`src/rtl/sctu_pkg.sv`:
```
// ----------------------------------------------------------------------------
// sctu_pkg
// Shared types and constants for the supervisor CSR and trap unit.
// ----------------------------------------------------------------------------
package sctu_pkg;

    localparam int XLEN = 32;

    // stream widths
    localparam int S_TDATA_W = 104;
    localparam int S_TUSER_W = 3;
    localparam int M_TDATA_W = 32;
    localparam int M_TUSER_W = 2;

    // csr numbers
    localparam logic [XLEN-1:0] CSR_SATP     = 32'h0000_0180;
    localparam logic [XLEN-1:0] CSR_SSTATUS  = 32'h0000_0100;
    localparam logic [XLEN-1:0] CSR_STVEC    = 32'h0000_0105;
    localparam logic [XLEN-1:0] CSR_SSCRATCH = 32'h0000_0140;
    localparam logic [XLEN-1:0] CSR_SEPC     = 32'h0000_0141;
    localparam logic [XLEN-1:0] CSR_SCAUSE   = 32'h0000_0142;

    localparam logic [XLEN-1:0] PRIV_SRET       = 32'h0000_0102;
    localparam logic [XLEN-1:0] CAUSE_EXT_INTR  = 32'h8000_0005;

    // sstatus bit positions
    localparam int SIE_POS  = 1;
    localparam int SPIE_POS = 5;

    typedef enum logic [1:0] {
        OP_CSR_SWAP = 2'd0,
        OP_TRAP     = 2'd1,
        OP_PRIV     = 2'd2,
        OP_POLL     = 2'd3
    } op_t;

    typedef struct packed {
        op_t             operation;
        logic [XLEN-1:0] immediate;
        logic            source_present;
        logic [XLEN-1:0] write_data;
        logic [XLEN-1:0] current_pc;
        logic            interrupt_request;
    } in_item_t;

    typedef struct packed {
        logic [XLEN-1:0] result_value;
        logic            interrupt_taken;
        logic            error;
    } out_item_t;

endpackage

```
`src/rtl/sctu_core.sv`:
```
// ----------------------------------------------------------------------------
// sctu_core
// CSR state, trap entry, sret and interrupt poll for one registered beat.
// ----------------------------------------------------------------------------
module sctu_core (
    input  logic                        aclk,
    input  logic                        aresetn,
    input  logic                        step,
    input  sctu_pkg::in_item_t          item,
    output sctu_pkg::out_item_t         result,
    output logic                        sie
);

    logic [sctu_pkg::XLEN-1:0] satp_reg,     satp_next;
    logic [sctu_pkg::XLEN-1:0] sstatus_reg,  sstatus_next;
    logic [sctu_pkg::XLEN-1:0] stvec_reg,    stvec_next;
    logic [sctu_pkg::XLEN-1:0] sscratch_reg, sscratch_next;
    logic [sctu_pkg::XLEN-1:0] sepc_reg,     sepc_next;
    logic [sctu_pkg::XLEN-1:0] scause_reg,   scause_next;
    logic                      pending_reg,  pending_next;

    logic                      pending_now;
    logic                      take_intr;
    logic [sctu_pkg::XLEN-1:0] status_trap;
    logic [sctu_pkg::XLEN-1:0] status_sret;

    assign sie         = sstatus_reg[sctu_pkg::SIE_POS];
    assign pending_now = pending_reg | item.interrupt_request;
    assign take_intr   = pending_now & sstatus_reg[sctu_pkg::SIE_POS];

    // trap: spie takes sie, sie cleared
    always_comb begin
        status_trap = sstatus_reg;
        status_trap[sctu_pkg::SPIE_POS] = sstatus_reg[sctu_pkg::SIE_POS];
        status_trap[sctu_pkg::SIE_POS]  = 1'b0;
    end

    // sret: sie takes spie, spie set
    always_comb begin
        status_sret = sstatus_reg;
        status_sret[sctu_pkg::SIE_POS]  = sstatus_reg[sctu_pkg::SPIE_POS];
        status_sret[sctu_pkg::SPIE_POS] = 1'b1;
    end

    always_comb begin
        satp_next     = satp_reg;
        sstatus_next  = sstatus_reg;
        stvec_next    = stvec_reg;
        sscratch_next = sscratch_reg;
        sepc_next     = sepc_reg;
        scause_next   = scause_reg;
        pending_next  = pending_now;
        result        = '0;

        case (item.operation)
            sctu_pkg::OP_CSR_SWAP: begin
                case (item.immediate)
                    sctu_pkg::CSR_SATP: begin
                        result.result_value = satp_reg;
                        if (item.source_present) satp_next = item.write_data;
                    end
                    sctu_pkg::CSR_SSTATUS: begin
                        result.result_value = sstatus_reg;
                        if (item.source_present) sstatus_next = item.write_data;
                    end
                    sctu_pkg::CSR_STVEC: begin
                        result.result_value = stvec_reg;
                        if (item.source_present) stvec_next = item.write_data;
                    end
                    sctu_pkg::CSR_SSCRATCH: begin
                        result.result_value = sscratch_reg;
                        if (item.source_present) sscratch_next = item.write_data;
                    end
                    sctu_pkg::CSR_SEPC: begin
                        result.result_value = sepc_reg;
                        if (item.source_present) sepc_next = item.write_data;
                    end
                    sctu_pkg::CSR_SCAUSE: begin
                        result.result_value = scause_reg;
                        if (item.source_present) scause_next = item.write_data;
                    end
                    default: begin
                        result.error = 1'b1;
                    end
                endcase
            end
            sctu_pkg::OP_TRAP: begin
                scause_next         = item.immediate;
                sepc_next           = item.write_data;
                sstatus_next        = status_trap;
                result.result_value = stvec_reg;
            end
            sctu_pkg::OP_PRIV: begin
                if (item.immediate == sctu_pkg::PRIV_SRET) begin
                    sstatus_next        = status_sret;
                    result.result_value = sepc_reg;
                end else begin
                    result.error = 1'b1;
                end
            end
            sctu_pkg::OP_POLL: begin
                if (take_intr) begin
                    pending_next           = 1'b0;
                    scause_next            = sctu_pkg::CAUSE_EXT_INTR;
                    sepc_next              = item.current_pc;
                    sstatus_next           = status_trap;
                    result.result_value    = stvec_reg;
                    result.interrupt_taken = 1'b1;
                end else begin
                    result.result_value = item.current_pc;
                end
            end
            default: begin
                result.error = 1'b1;
            end
        endcase
    end

    always_ff @(posedge aclk) begin
        if (!aresetn) begin
            satp_reg     <= '0;
            sstatus_reg  <= '0;
            stvec_reg    <= '0;
            sscratch_reg <= '0;
            sepc_reg     <= '0;
            scause_reg   <= '0;
            pending_reg  <= 1'b0;
        end else if (step) begin
            satp_reg     <= satp_next;
            sstatus_reg  <= sstatus_next;
            stvec_reg    <= stvec_next;
            sscratch_reg <= sscratch_next;
            sepc_reg     <= sepc_next;
            scause_reg   <= scause_next;
            pending_reg  <= pending_next;
        end
    end

endmodule

```
`src/rtl/supervisor_csr_trap_unit.sv`:
```
// ----------------------------------------------------------------------------
// supervisor_csr_trap_unit
// Supervisor CSR file with trap entry, sret and interrupt polling.
// ----------------------------------------------------------------------------
// Usage:
//   s_ channel carries one request beat: tuser holds the operation and the
//   source-present flag, tdata the csr number / cause / privileged code,
//   write data, current pc and the interrupt request.
//   m_ channel returns one result beat per request: tdata is the old csr
//   value, trap vector, return pc or next pc; tuser flags an interrupt taken
//   and an error (unknown csr or privileged code).
//   The path has two register stages, the input register and the result
//   register; m_tvalid rises when a beat moves from the first to the second.
//   Throughput is one beat per cycle unless stalled; csr state is updated as each
//   beat leaves the input register, so beats are handled strictly in order.
//   When the receiver stalls, the result register holds and the input
//   register fills; s_tready drops only when both are full.
//   Reset clears all csrs, the interrupt pending latch and both valid flags.
// ----------------------------------------------------------------------------
module supervisor_csr_trap_unit (
    input  logic                           aclk,
    input  logic                           aresetn,
    input  logic                           s_tvalid,
    output logic                           s_tready,
    // immediate[31:0], write_data[63:32], current_pc[95:64],
    // interrupt_request[96], zero padding[103:97]
    input  logic [sctu_pkg::S_TDATA_W-1:0] s_tdata,
    // operation[1:0], source_present[2]
    input  logic [sctu_pkg::S_TUSER_W-1:0] s_tuser,
    output logic                           m_tvalid,
    input  logic                           m_tready,
    // result_value[31:0]
    output logic [sctu_pkg::M_TDATA_W-1:0] m_tdata,
    // interrupt_taken[0], error[1]
    output logic [sctu_pkg::M_TUSER_W-1:0] m_tuser
);

    sctu_pkg::in_item_t  in_item_reg, in_item_next;
    logic                in_valid_reg, in_valid_next;
    sctu_pkg::out_item_t out_item_reg;
    logic                out_valid_reg, out_valid_next;
    sctu_pkg::out_item_t core_result;
    logic                core_sie;
    logic                s_accept;
    logic                advance;

    assign advance  = in_valid_reg & (~out_valid_reg | m_tready);
    assign s_tready = ~in_valid_reg | advance;
    assign s_accept = s_tvalid & s_tready;

    always_comb begin
        in_item_next.operation         = sctu_pkg::op_t'(s_tuser[1:0]);
        in_item_next.source_present    = s_tuser[2];
        in_item_next.immediate         = s_tdata[31:0];
        in_item_next.write_data        = s_tdata[63:32];
        in_item_next.current_pc        = s_tdata[95:64];
        in_item_next.interrupt_request = s_tdata[96];
    end

    always_comb begin
        if (s_accept) begin
            in_valid_next = 1'b1;
        end else if (advance) begin
            in_valid_next = 1'b0;
        end else begin
            in_valid_next = in_valid_reg;
        end
        if (advance) begin
            out_valid_next = 1'b1;
        end else if (m_tready) begin
            out_valid_next = 1'b0;
        end else begin
            out_valid_next = out_valid_reg;
        end
    end

    sctu_core u_core (
        .aclk    (aclk),
        .aresetn (aresetn),
        .step    (advance),
        .item    (in_item_reg),
        .result  (core_result),
        .sie     (core_sie)
    );

    always_ff @(posedge aclk) begin
        if (!aresetn) begin
            in_valid_reg  <= 1'b0;
            out_valid_reg <= 1'b0;
        end else begin
            in_valid_reg  <= in_valid_next;
            out_valid_reg <= out_valid_next;
        end
    end

    always_ff @(posedge aclk) begin
        if (s_accept) begin
            in_item_reg <= in_item_next;
        end
        if (advance) begin
            out_item_reg <= core_result;
        end
    end

    assign m_tvalid = out_valid_reg;
    assign m_tdata  = out_item_reg.result_value;
    assign m_tuser  = {out_item_reg.error, out_item_reg.interrupt_taken};

`ifndef SYNTH
    // a taken interrupt is never reported as an error
    a_taken_no_error: assert property (@(posedge aclk) disable iff (!aresetn)
        m_tvalid |-> !(m_tuser[0] && m_tuser[1]))
        else $error("interrupt taken and error on the same beat");

    // taking an interrupt must leave sie cleared
    a_taken_clears_sie: assert property (@(posedge aclk) disable iff (!aresetn)
        (advance && core_result.interrupt_taken) |=> !core_sie)
        else $error("sie still set after interrupt entry");

    // an interrupt is only taken with sie set
    a_taken_needs_sie: assert property (@(posedge aclk) disable iff (!aresetn)
        (advance && core_result.interrupt_taken) |-> core_sie)
        else $error("interrupt taken with sie clear");

    // nothing in flight straight after reset
    a_reset_empty: assert property (@(posedge aclk)
        !aresetn |=> (!m_tvalid && s_tready))
        else $error("pipeline not empty after reset");
`endif

endmodule
```
`config.mk`:
```
export PLATFORM = sky130hd
export DESIGN_NAME = supervisor_csr_trap_unit
export DESIGN_NICKNAME = d
export VERILOG_FILES = /design/src/rtl/sctu_pkg.sv /design/src/rtl/sctu_core.sv /design/src/rtl/supervisor_csr_trap_unit.sv
export SDC_FILE = /design/constraint.sdc
export NUM_CORES = 1
export LEC_CHECK = 0
export BUFFER_PORTS_ARGS = -buffer_cell sky130_fd_sc_hd__buf_2
export CORE_ASPECT_RATIO = 0.6
export CORE_MARGIN = 2
export CORE_UTILIZATION = 53
export CTS_CLUSTER_DIAMETER = 40
export DETAILED_ROUTE_END_ITERATION = 8
export GPL_TIMING_DRIVEN = 0
export PLACE_DENSITY = 0.76
export REMOVE_ABC_BUFFERS = 1
export SETUP_SLACK_MARGIN = 0.3
export SYNTH_ARGS = -nofsm -noshare
export SYNTH_HDL_FRONTEND = slang
export SYNTH_SLANG_ARGS = --single-unit
export TNS_END_PERCENT = 50
```
`constraint.sdc`:
```
create_clock -name aclk -period 3.85 [get_ports aclk]
set_clock_uncertainty 0.15 [all_clocks]
set_input_delay 0.77 -clock aclk [delete_from_list [all_inputs] [get_ports aclk]]
set_output_delay 0.77 -clock aclk [all_outputs]
set_load 0.02 [all_outputs]
```
==> results.md, run 1 <==
- Commonest non-fill, non-tap cell in the layout: nand2_1
- Routed wire length: 48,300 microns
- ANT nets after route: 0
- CP max FO: 40
- Detailed Place HPWL: 28,700 microns
- Detailed-route wire length per cell: 24.4 microns
- Non-Filler Instances: 1,982
- CTS sink cnt: 329
- Slowest CP cell: and4_1
- Die Wd: 217 microns
- Slew Viols, Final: 0
- Measured slew at the worst slew-check pin: 1.06 ns
- Crit path max-delay family: simple AND/OR/NAND/NOR gates
- Core area: 0.0266 sq mm
- Fraction of layout cells with a size suffix above 1: 0.164
- Arrival time worst endpoint: 4.05 ns
- Count of final hold-check violations: 0
- Clock Pin Slew Worst Setup and Hold Paths: 0.07 ns
- Async set-or-reset flop fraction in the synthesized netlist: 0
- Crit-path cells: nor4_1 -> and2_4 -> and4_1 -> buf_16 -> nand2_1 -> a21oi_1
- Final worst slack: 0.0926 ns
- Fillers: 2,091
- Final routed DRC violation total: 0
- Number of global-route vias before repair: 12,700
- Crit path kind: reg -> reg
- Status: complete, no violations
- Ant. Diodes: 0
- Root Driver: clkbuf_16
- Number of core rows: 46
- Initial antenna violation count: 0
- CP endpoint kind: flip-flop
- Area grow syn2layout: 17.2%
- RSZ-0062 raised after global routing: yes
- Critical path depth in cells: 6
- Vias per std cell: 6.71
- Post-Syn Area per Cell: 9.43 sq um
- Synthesized flop and latch total: 329
- Critical path startpoint category: flip-flop
- First-pass GRT wire length: 72,600 microns
- Max-cap violations: 0
- Most frequent cells in the layout: nand2_1, a21oi_1, dfxtp_1
- Hold path depth: 1
- Port bufs: 139
- Static leakage: 5.70 nW
- Worst hold path class: in -> reg
- YS warnings: 0
- Gr usage total: 0.327
- Inserted Clock Buffers: 34
- Initial DRC count: 2,196
- Drt pass-1 iters: 6
- Dpl cells: 1,915
- Final setup vio count: 0
- Largest net degree at the start of global routing: 96
- Largest stage delay, worst path: 1.00 ns
- Synth cell types: 49
- Worst r2r path cells: 6
- Pre-CTS setup slack: -0.480 ns
- Slew headroom: 0.293
- CP bufs+invs: 1
- Vert. Die Dim: 132 microns
- IO Pins: 147
- Fin nets: 1,707
- Die area: 0.0286 sq mm
- Worst-Skew Late Latency: 0.54 ns
- Starting density of the core: 0.542
- Tcrit/Tclk final: 0.976
- Routability Congestion: 0.841
- P per Cell Area: 469 mW/mm^2
- Most used flip-flop cell after synthesis: dfxtp_1
- Seq/Total Area, Yosys: 0.550
- CTS tree: built
- Post-synthesis cell count: 1,530
- DR vias: 13,300
- Max IR drop VDD: 0.323 mV
- Mapped Area: 0.0144 sq mm
- Number of synthesized flops with an enable pin: 134
- Hold buffers post-CTS: 0
- Critical path required time: 4.15 ns
- H-tree depth: 2
- Max reg flops: 100
- Max Clock Freq: 266 MHz
- Maximum clock path buffer count: 3
- Tmin final: 3.76 ns
- Grt total ovfl: 0
==> path summary, 6_finish.rpt <==
path                             from                  end  slack (ns)
setup / recovery      in_item_reg[90]   u_core.satp_reg[4]        0.09
hold / removal            s_tdata[23]      in_item_reg[89]        0.26
setup reg to reg      in_item_reg[90]   u_core.satp_reg[4]        0.09
hold reg to reg   u_core.satp_reg[25]  u_core.satp_reg[25]        0.30
==> metal layers <==
metal | global-route usage | wire [microns]
met4 | 0.156 | 2110
met5 | 0 | 0
met1 | 0.447 | 18500
met2 | 0.469 | 20400
met3 | 0.107 | 7290
==> Yosys cell counts (all sizes together) (5+ instances only) <==
| cell | count | share of area |
|---|---|---|
| nand3b | 30 | 0.016 |
| a22oi | 64 | 0.033 |
| buf | 54 | 0.021 |
| nand2 | 323 | 0.084 |
| a211oi | 32 | 0.017 |
| edfxtp | 134 | 0.28 |
| nor4 | 11 | 0.0058 |
| a311oi | 29 | 0.018 |
| a21oi | 293 | 0.10 |
| o21ai | 38 | 0.013 |
| clkbuf | 97 | 0.025 |
| nor2 | 45 | 0.012 |
| and2 | 6 | 0.0026 |
| mux2i | 34 | 0.024 |
| nand4 | 42 | 0.018 |
| and4 | 6 | 0.0038 |
| dfxtp | 195 | 0.27 |
| nor4b | 5 | 0.0035 |
| a221oi | 32 | 0.019 |
| o22a | 30 | 0.018 |
==> cell type report <==
type / instances / area [sq um] / area share
clock buffers: 48 / 967 / 0.0572
clock inverters: 14 / 181 / 0.0107
inverters: 4 / 21.3 / 0.00126
multi-input cells: 1046 / 5970 / 0.353
flip-flops and latches: 329 / 7930 / 0.469
well taps: 360 / 450 / 0.0266
repair buffers: 181 / 1390 / 0.0820
==> worst reg2reg max path: stages, from the launching register on <==
cell,delay (ns)
edfxtp_1,0.45
nor4_1,0.89
and2_4,0.71
and4_1,1.01
buf_16,0.24
nand2_1,0.07
a21oi_1,0.15
==> power by group <==
group	switching [mW]	total [mW]	internal [mW]
Clock	1.40	3.44	2.04
Sequential	0.126	3.88	3.76
Combinational	0.381	0.602	0.222
==> repair_timing <==
item                       4_1_cts  5_1_grt
resized for setup                8        1
pin swaps                        2        0
setup buffers                    5        0
setup endpoints to repair      184       57
==> stage by stage <==
| stage | setup TNS, ns | instance area [sq um] | total power, mW | hold slack (ns) | util |
|---|---|---|---|---|---|
| 6_report | 0 | 16900 | 7.92 | 0.256 | 0.636 |
| 5_1_grt | 0 | 16900 | 8.12 | 0.249 | 0.636 |
| 4_1_cts | 0 | 16900 | 7.92 | 0.248 | 0.636 |
| 3_5_place_dp | -21.88 | 15700 | 4.53 | 0.293 | 0.590 |
| 3_3_place_gp | -1332.40 | 14900 | 4.46 | 0.288 | 0.561 |
| 2_1_floorplan | -297.07 | 13800 | 4.21 | 0.278 | - |
==> cells by family after synthesis <==
kind of cell / Yosys count / share of synthesized area
compound gates: 528 / 0.226
mux: 35 / 0.0244
xor+xnor: 1 / 0.000607
buf+inv: 155 / 0.0468
simple gates: 482 / 0.152
flops: 329 / 0.550
No activity file was read; power rests on OpenSTA's default activity.
==> run 2: changes to the inputs <==
Settings changed: REMOVE_ABC_BUFFERS 1 to unset.
==> run 2 against run 1 <==
Compared with the run above:
- sequential power about the same
- core utilization fell by 0.16 points
- register-to-register slack better by 0.42 ns
- worst hold slack got worse by 0.0085 ns
- first-iteration DRC count grew 2.2%
- die area unchanged
- sequential share of layout area grew 0.11 points
- critical path depth increased by 1
- largest power group unchanged
==> results.md, run 2 (synthesis results as in run 1) <==
- Status: complete, no violations
- Sw Pwr: 2.02 mW (+6.0%)
- Worst r2r path cells: 7 (+1)
- Routed wire length: 50,000 microns (+3.6%)
- Largest net degree at the start of global routing: 74 (-23%)
- Gr usage total: 0.346 (+0.0195)
- DR vias: 13,600 (+2.6%)
- Postcts setup bufs: 0 (-5)
- Fin util: 0.634 (-0.00155)
- Starting density of the core: 0.542 (unchanged)
- Commonest non-fill, non-tap cell in the layout: nand2_1
- CP endpoint kind: flip-flop
- Slowest CP cell: nor4b_2
- Max reg flops: 100 (unchanged)
- Die Wd: 217 microns (unchanged)
- Drt pass-1 iters: 9 (+3)
- H-tree depth: 2 (unchanged)
- Detailed-route wire length per cell: 23.9 microns (-2.0%)
- Fin nets: 1,819 (+6.6%)
- Number of global-route vias before repair: 12,800 (+1.1%)
- Clock Pin Slew Worst Setup and Hold Paths: 0.06 ns (about the same)
- Syn_nets: 1,641
- Slew headroom: 0.308 (+0.0153)
- Maximum clock path buffer count: 3 (unchanged)
- Min-delay src: s_tdata[40]
- Routability Congestion: 1.01 (+20%)
- Max-cap violations: 0 (unchanged)
- Core area: 0.0266 sq mm (unchanged)
- Worst hold path class: in -> reg
- ANT nets after route: 0 (unchanged)
- Hold buffers post-CTS: 0 (unchanged)
- Inserted Clock Buffers: 36 (+5.9%)
- Vias per std cell: 6.51 (-3.0%)
- Detailed Place HPWL: 35,700 microns (+25%)
- IO Pins: 147 (unchanged)
- Ant. Diodes: 0 (unchanged)
- Initial DRC count: 2,245 (+2.2%)
- Crit-path cells: nor4b_2 -> nand4_1 -> o21ai_1 -> and2_1 -> clkbuf_1 -> buf_2 -> a211oi_1
- Root Driver: clkbuf_16
- First-pass GRT wire length: 75,400 microns (+3.8%)
- Max Clock Freq: 300 MHz (+13%)
- Port bufs: 139 (unchanged)
- CP max FO: 10 (-75%)
- P per Cell Area: 480 mW/mm^2 (+2.5%)
- Grt total ovfl: 0 (unchanged)
- Fraction of layout cells with a size suffix above 1: 0.150 (-0.0136)
- Vert. Die Dim: 132 microns (unchanged)
- Cts repair resizes: 0 (-8)
- P_int: 6.08 mW (+1.1%)
- Final routed DRC violation total: 0 (unchanged)
- Non-Filler Instances: 2,096 (+5.8%)
- Crit path kind: reg -> reg
- Cell area after layout: 0.0169 sq mm (-0.24%)
- Count of final hold-check violations: 0 (unchanged)
- Tcrit/Tclk final: 0.867 (-0.109)
- Worst-Skew Late Latency: 0.54 ns (about the same)
- Critical path required time: 4.10 ns (-0.05 ns)
- Crit Reg-Reg Endpoint: u_core.sepc_reg[6]
- Tmin final: 3.34 ns (-0.421 ns)
- Max IR drop VDD: 0.344 mV (+6.6%)
- Placed instance area: 0.0156 sq mm (-0.52%)
- CTS sink cnt: 329 (unchanged)
- RSZ-0062 raised after global routing: no
- Sequential fraction of design power: 0.479 (-0.011)
- Dpl cells: 2,030 (+6.0%)
- Slew Viols, Final: 0 (unchanged)
- Final setup vio count: 0 (unchanged)
- Largest stage delay, worst path: 0.87 ns (-0.13 ns)
- Hold path depth: 1 (unchanged)
- Sequential Area: 0.00793 sq mm (unchanged)
- Initial antenna violation count: 1 (+1)
- Clock network power share: 0.448 (+0.014)
- Area of the multi-input gates: 0.00584 sq mm (-2.2%)
- Measured slew at the worst slew-check pin: 1.04 ns (-0.0230 ns)
- Sw frac: 0.250 (+0.00871)
- Setup TNS: 0 ns (unchanged)
- Combinational Power Share: 0.073 (-0.003)
- Number of core rows: 46 (unchanged)
- Static leakage: 5.73 nW (+0.56%)
- Area grow syn2layout: 16.9%
- Reg2Reg Setup Slack: 0.51 ns (+0.42 ns)
- FF-to-FF Start: in_item_reg[73]
- Hold EP: in_item_reg[41]
- Critical path startpoint category: flip-flop
- CTS tree: built
- Arrival time worst endpoint: 3.59 ns (-0.46 ns)
- Hold_ws: 0.248 ns (-0.00848 ns)
- Die area: 0.0286 sq mm (unchanged)
- Fillers: 2,211 (+5.7%)
- Most frequent cells in the layout: nand2_1, a21oi_1, dfxtp_1
## run 2: metrics by stage
step / setup WS (ns) / power, mW
finish: 0.514 / 8.10
global route: 0.465 / 8.29
CTS: 0.525 / 8.08
detailed placement: 0.571 / 4.51
global placement: 0.441 / 4.49
floorplan: 0.916 / 4.24
## run 2: final cells by class
class,count,share of cell area
Sequential cell,329,0.470
Multi-Input combinational cell,1046,0.346
Clock buffer,44,0.0583
Timing Repair Buffer,140,0.0429
Buffer,151,0.0392
Tap cell,360,0.0267
Clock inverter,22,0.0155
Inverter,4,0.000890
## run 2: how the worst max path moves through the flow
| stage | startpoint | end | slack, ns |
|---|---|---|---|
| 3_3_place_gp | m_tready | in_item_reg[40] | 0.44 |
| 2_1_floorplan | m_tready | in_item_reg[0] | 0.92 |
| 6_report | in_item_reg[73] | u_core.sepc_reg[6] | 0.51 |
| 4_1_cts | in_item_reg[88] | m_tdata[26] | 0.52 |
| 3_5_place_dp | in_item_reg[88] | m_tdata[26] | 0.57 |
| 5_1_grt | in_item_reg[73] | u_core.sepc_reg[18] | 0.47 |
## run 2: critical path, delay by kind of cell (launching register included)
kind | cells | cell delay [ns]
simple gates | 3 | 1.24
buf+inv | 2 | 0.58
compound gates | 2 | 0.72
flops | 1 | 0.49
## run 2: layer usage
layer | GRT usage | part of all wire
met1 | 0.516 | 0.42
met4 | 0.105 | 0.025
met3 | 0.130 | 0.17
met2 | 0.461 | 0.39
met5 | 0 | 0
## run 2: power groups by stage
| stage | Clock, mW | Combinational [mW] | Sequential, mW |
|---|---|---|---|
| final | 3.63 | 0.593 | 3.88 |
| after global routing | 3.78 | 0.629 | 3.88 |
| after CTS | 3.64 | 0.568 | 3.87 |
| after detailed placement | 0 | 0.565 | 3.94 |
| after global placement | 0 | 0.546 | 3.94 |
| after floorplan | 0 | 0.319 | 3.92 |
==> run 3: changes to the inputs <==
Settings changed: CORE_UTILIZATION 53 to 64, PLACE_DENSITY 0.76 to 0.86.
Clock period 3.85 ns to 4 ns, I/O delays scaled along.
==> run 3 against run 2 <==
Compared with the run above:
- global-route usage up 6.7 points
- wire length fell by 1.3%
- total power fell by 6.9%
- largest cell class unchanged
- die area down 17%
- flip-flop and latch count is the same
- cell count is 3.7% lower
- first-iteration DRC count rose by 17%
- critical path depth unchanged
==> results.md, run 3 (synthesis results as in run 1) <==
- Final routed DRC violation total: 0 (unchanged)
- Hold path depth: 1 (unchanged)
- Critical path startpoint category: flip-flop
- Core area: 0.0221 sq mm (-17%)
- Critical path required time: 4.24 ns (+0.14 ns)
- CTS tree: built
- CP bufs+invs: 2 (unchanged)
- Setup TNS: 0 ns (unchanged)
- P per Cell Area: 453 mW/mm^2 (-5.7%)
- Slew headroom: 0.252 (-0.0556)
- IO Pins: 147 (unchanged)
- Max-cap violations: 0 (unchanged)
- Combinational Power Share: 0.076 (+0.003)
- Number of global-route vias before repair: 12,900 (+0.53%)
- Worst r2r path cells: 7 (unchanged)
- Detailed-route wire length per cell: 24.5 microns (+2.5%)
- Die area: 0.0238 sq mm (-17%)
- CP max FO: 10 (unchanged)
- Final setup vio count: 0 (unchanged)
- Most frequent cells in the layout: nand2_1, a21oi_1, dfxtp_1
- Hold EP: in_item_reg[55]
- Measured slew at the worst slew-check pin: 1.12 ns (+0.0835 ns)
- Crit path kind: reg -> reg
- CTS sink cnt: 329 (unchanged)
- Static leakage: 5.68 nW (-0.90%)
- Die Wd: 198 microns (-8.8%)
- Ant. Diodes: 0 (unchanged)
- Cts repair resizes: 0 (unchanged)
- Sw frac: 0.248 (-0.00180)
- Maximum clock path buffer count: 3 (unchanged)
- Port bufs: 139 (unchanged)
- Reg2Reg Setup Slack: 0.49 ns (-0.03 ns)
- Crit-path cells: nor4b_2 -> nand4_1 -> o21ai_1 -> and2_1 -> clkbuf_1 -> buf_2 -> a211oi_1
- Fraction of layout cells with a size suffix above 1: 0.145 (-0.00543)
- DR vias: 13,900 (+2.2%)
- Largest net degree at the start of global routing: 73 (-1.4%)
- Slowest CP cell: nor4b_2
- Postcts setup bufs: 0 (unchanged)
- ANT nets after route: 0 (unchanged)
- Fin nets: 1,817 (-0.11%)
- Tmin final: 3.51 ns (+0.176 ns)
- CP endpoint kind: flip-flop
- RSZ-0062 raised after global routing: no
- Detailed Place HPWL: 34,800 microns (-2.6%)
- Syn_nets: 1,641 (unchanged)
- H-tree depth: 2 (unchanged)
- Routability Congestion: 1.01 (-0.61%)
- Max Clock Freq: 285 MHz (-5.0%)
- Dpl cells: 1,956 (-3.6%)
- Gr usage total: 0.414 (+0.0674)
- Max IR drop VDD: 0.417 mV (+21%)
- Min-delay src: s_tdata[54]
- Arrival time worst endpoint: 3.75 ns (+0.16 ns)
- Sequential fraction of design power: 0.495 (+0.016)
- Drt pass-1 iters: 7 (-2)
- Initial antenna violation count: 0 (-1)
- Starting density of the core: 0.654 (+0.111)
- Tcrit/Tclk final: 0.878 (+0.0115)
- Vert. Die Dim: 120 microns (-8.7%)
- Fin util: 0.754 (+0.120)
- Max reg flops: 100 (unchanged)
- Vias per std cell: 6.91 (+6.1%)
- Hold_ws: 0.288 ns (+0.0402 ns)
- Clock Pin Slew Worst Setup and Hold Paths: 0.06 ns (about the same)
- Largest stage delay, worst path: 0.86 ns (about the same)
- Slew Viols, Final: 0 (unchanged)
- Commonest non-fill, non-tap cell in the layout: nand2_1
- Count of final hold-check violations: 0 (unchanged)
- Number of core rows: 42 (-8.7%)
- Crit Reg-Reg Endpoint: u_core.sepc_reg[9]
- Clock network power share: 0.430 (-0.018)
- FF-to-FF Start: in_item_reg[71]
- Grt total ovfl: 0 (unchanged)
- Inserted Clock Buffers: 34 (-5.6%)
- P_int: 5.67 mW (-6.7%)
- Area grow syn2layout: 15.4%
- Sw Pwr: 1.87 mW (-7.6%)
- First-pass GRT wire length: 73,600 microns (-2.4%)
- Non-Filler Instances: 2,018 (-3.7%)
- Status: complete, no violations
- Root Driver: clkbuf_16
- Worst hold path class: in -> reg
- Hold buffers post-CTS: 0 (unchanged)
- Crit path max-delay family: simple AND/OR/NAND/NOR gates
- Worst-Skew Late Latency: 0.53 ns (about the same)
- Initial DRC count: 2,622 (+17%)
- Routed wire length: 49,400 microns (-1.3%)
[run 3: layout make-up]
| cell class | count | area [sq um] |
|---|---|---|
| repair buffers | 140 | 723 |
| clock buffers | 46 | 980 |
| flip-flops and latches | 329 | 7930 |
| inverters | 4 | 15.0 |
| multi-input cells | 1046 | 5830 |
| well taps | 286 | 358 |
| plain buffers | 151 | 661 |
| clock inverters | 16 | 158 |
| fillers | 1545 | 5420 |
[run 3: how the worst max path moves through the flow]
stage,from,endpoint,slack [ns],cells after the start
final,in_item_reg[71],u_core.sepc_reg[9],0.49,7
after global routing,in_item_reg[71],u_core.sepc_reg[6],0.49,7
after CTS,in_item_reg[71],u_core.sepc_reg[9],0.78,7
after detailed placement,in_item_reg[71],u_core.sepc_reg[6],0.79,7
after global placement,m_tready,in_item_reg[9],0.54,4
after floorplan,m_tready,in_item_reg[0],1.04,3
[run 3: through the flow]
step                      cell area, sq um  worst slack (ns)  power (mW)
after floorplan                      14400              1.04        4.08
after global routing                 16700             0.490        7.71
after CTS                            16700             0.782        7.49
final                                16700             0.488        7.54
after detailed placement             15500             0.791        4.33
after global placement               15500             0.537        4.31
[run 3: layer usage]
layer  track usage  vias up  share of wire
li1              -     5986              -
met1         0.573     6457           0.38
met2         0.555     1306           0.39
met3         0.213      190           0.20
met4         0.134        0          0.032
met5             0        -              0
[run 3: power groups by stage]
stage | Sequential [mW] | Combinational [mW] | Clock (mW)
floorplan | 3.77 | 0.307 | 0
detailed placement | 3.79 | 0.537 | 0
global placement | 3.79 | 0.517 | 0
finish | 3.73 | 0.570 | 3.24
CTS | 3.72 | 0.544 | 3.23
global route | 3.73 | 0.599 | 3.37
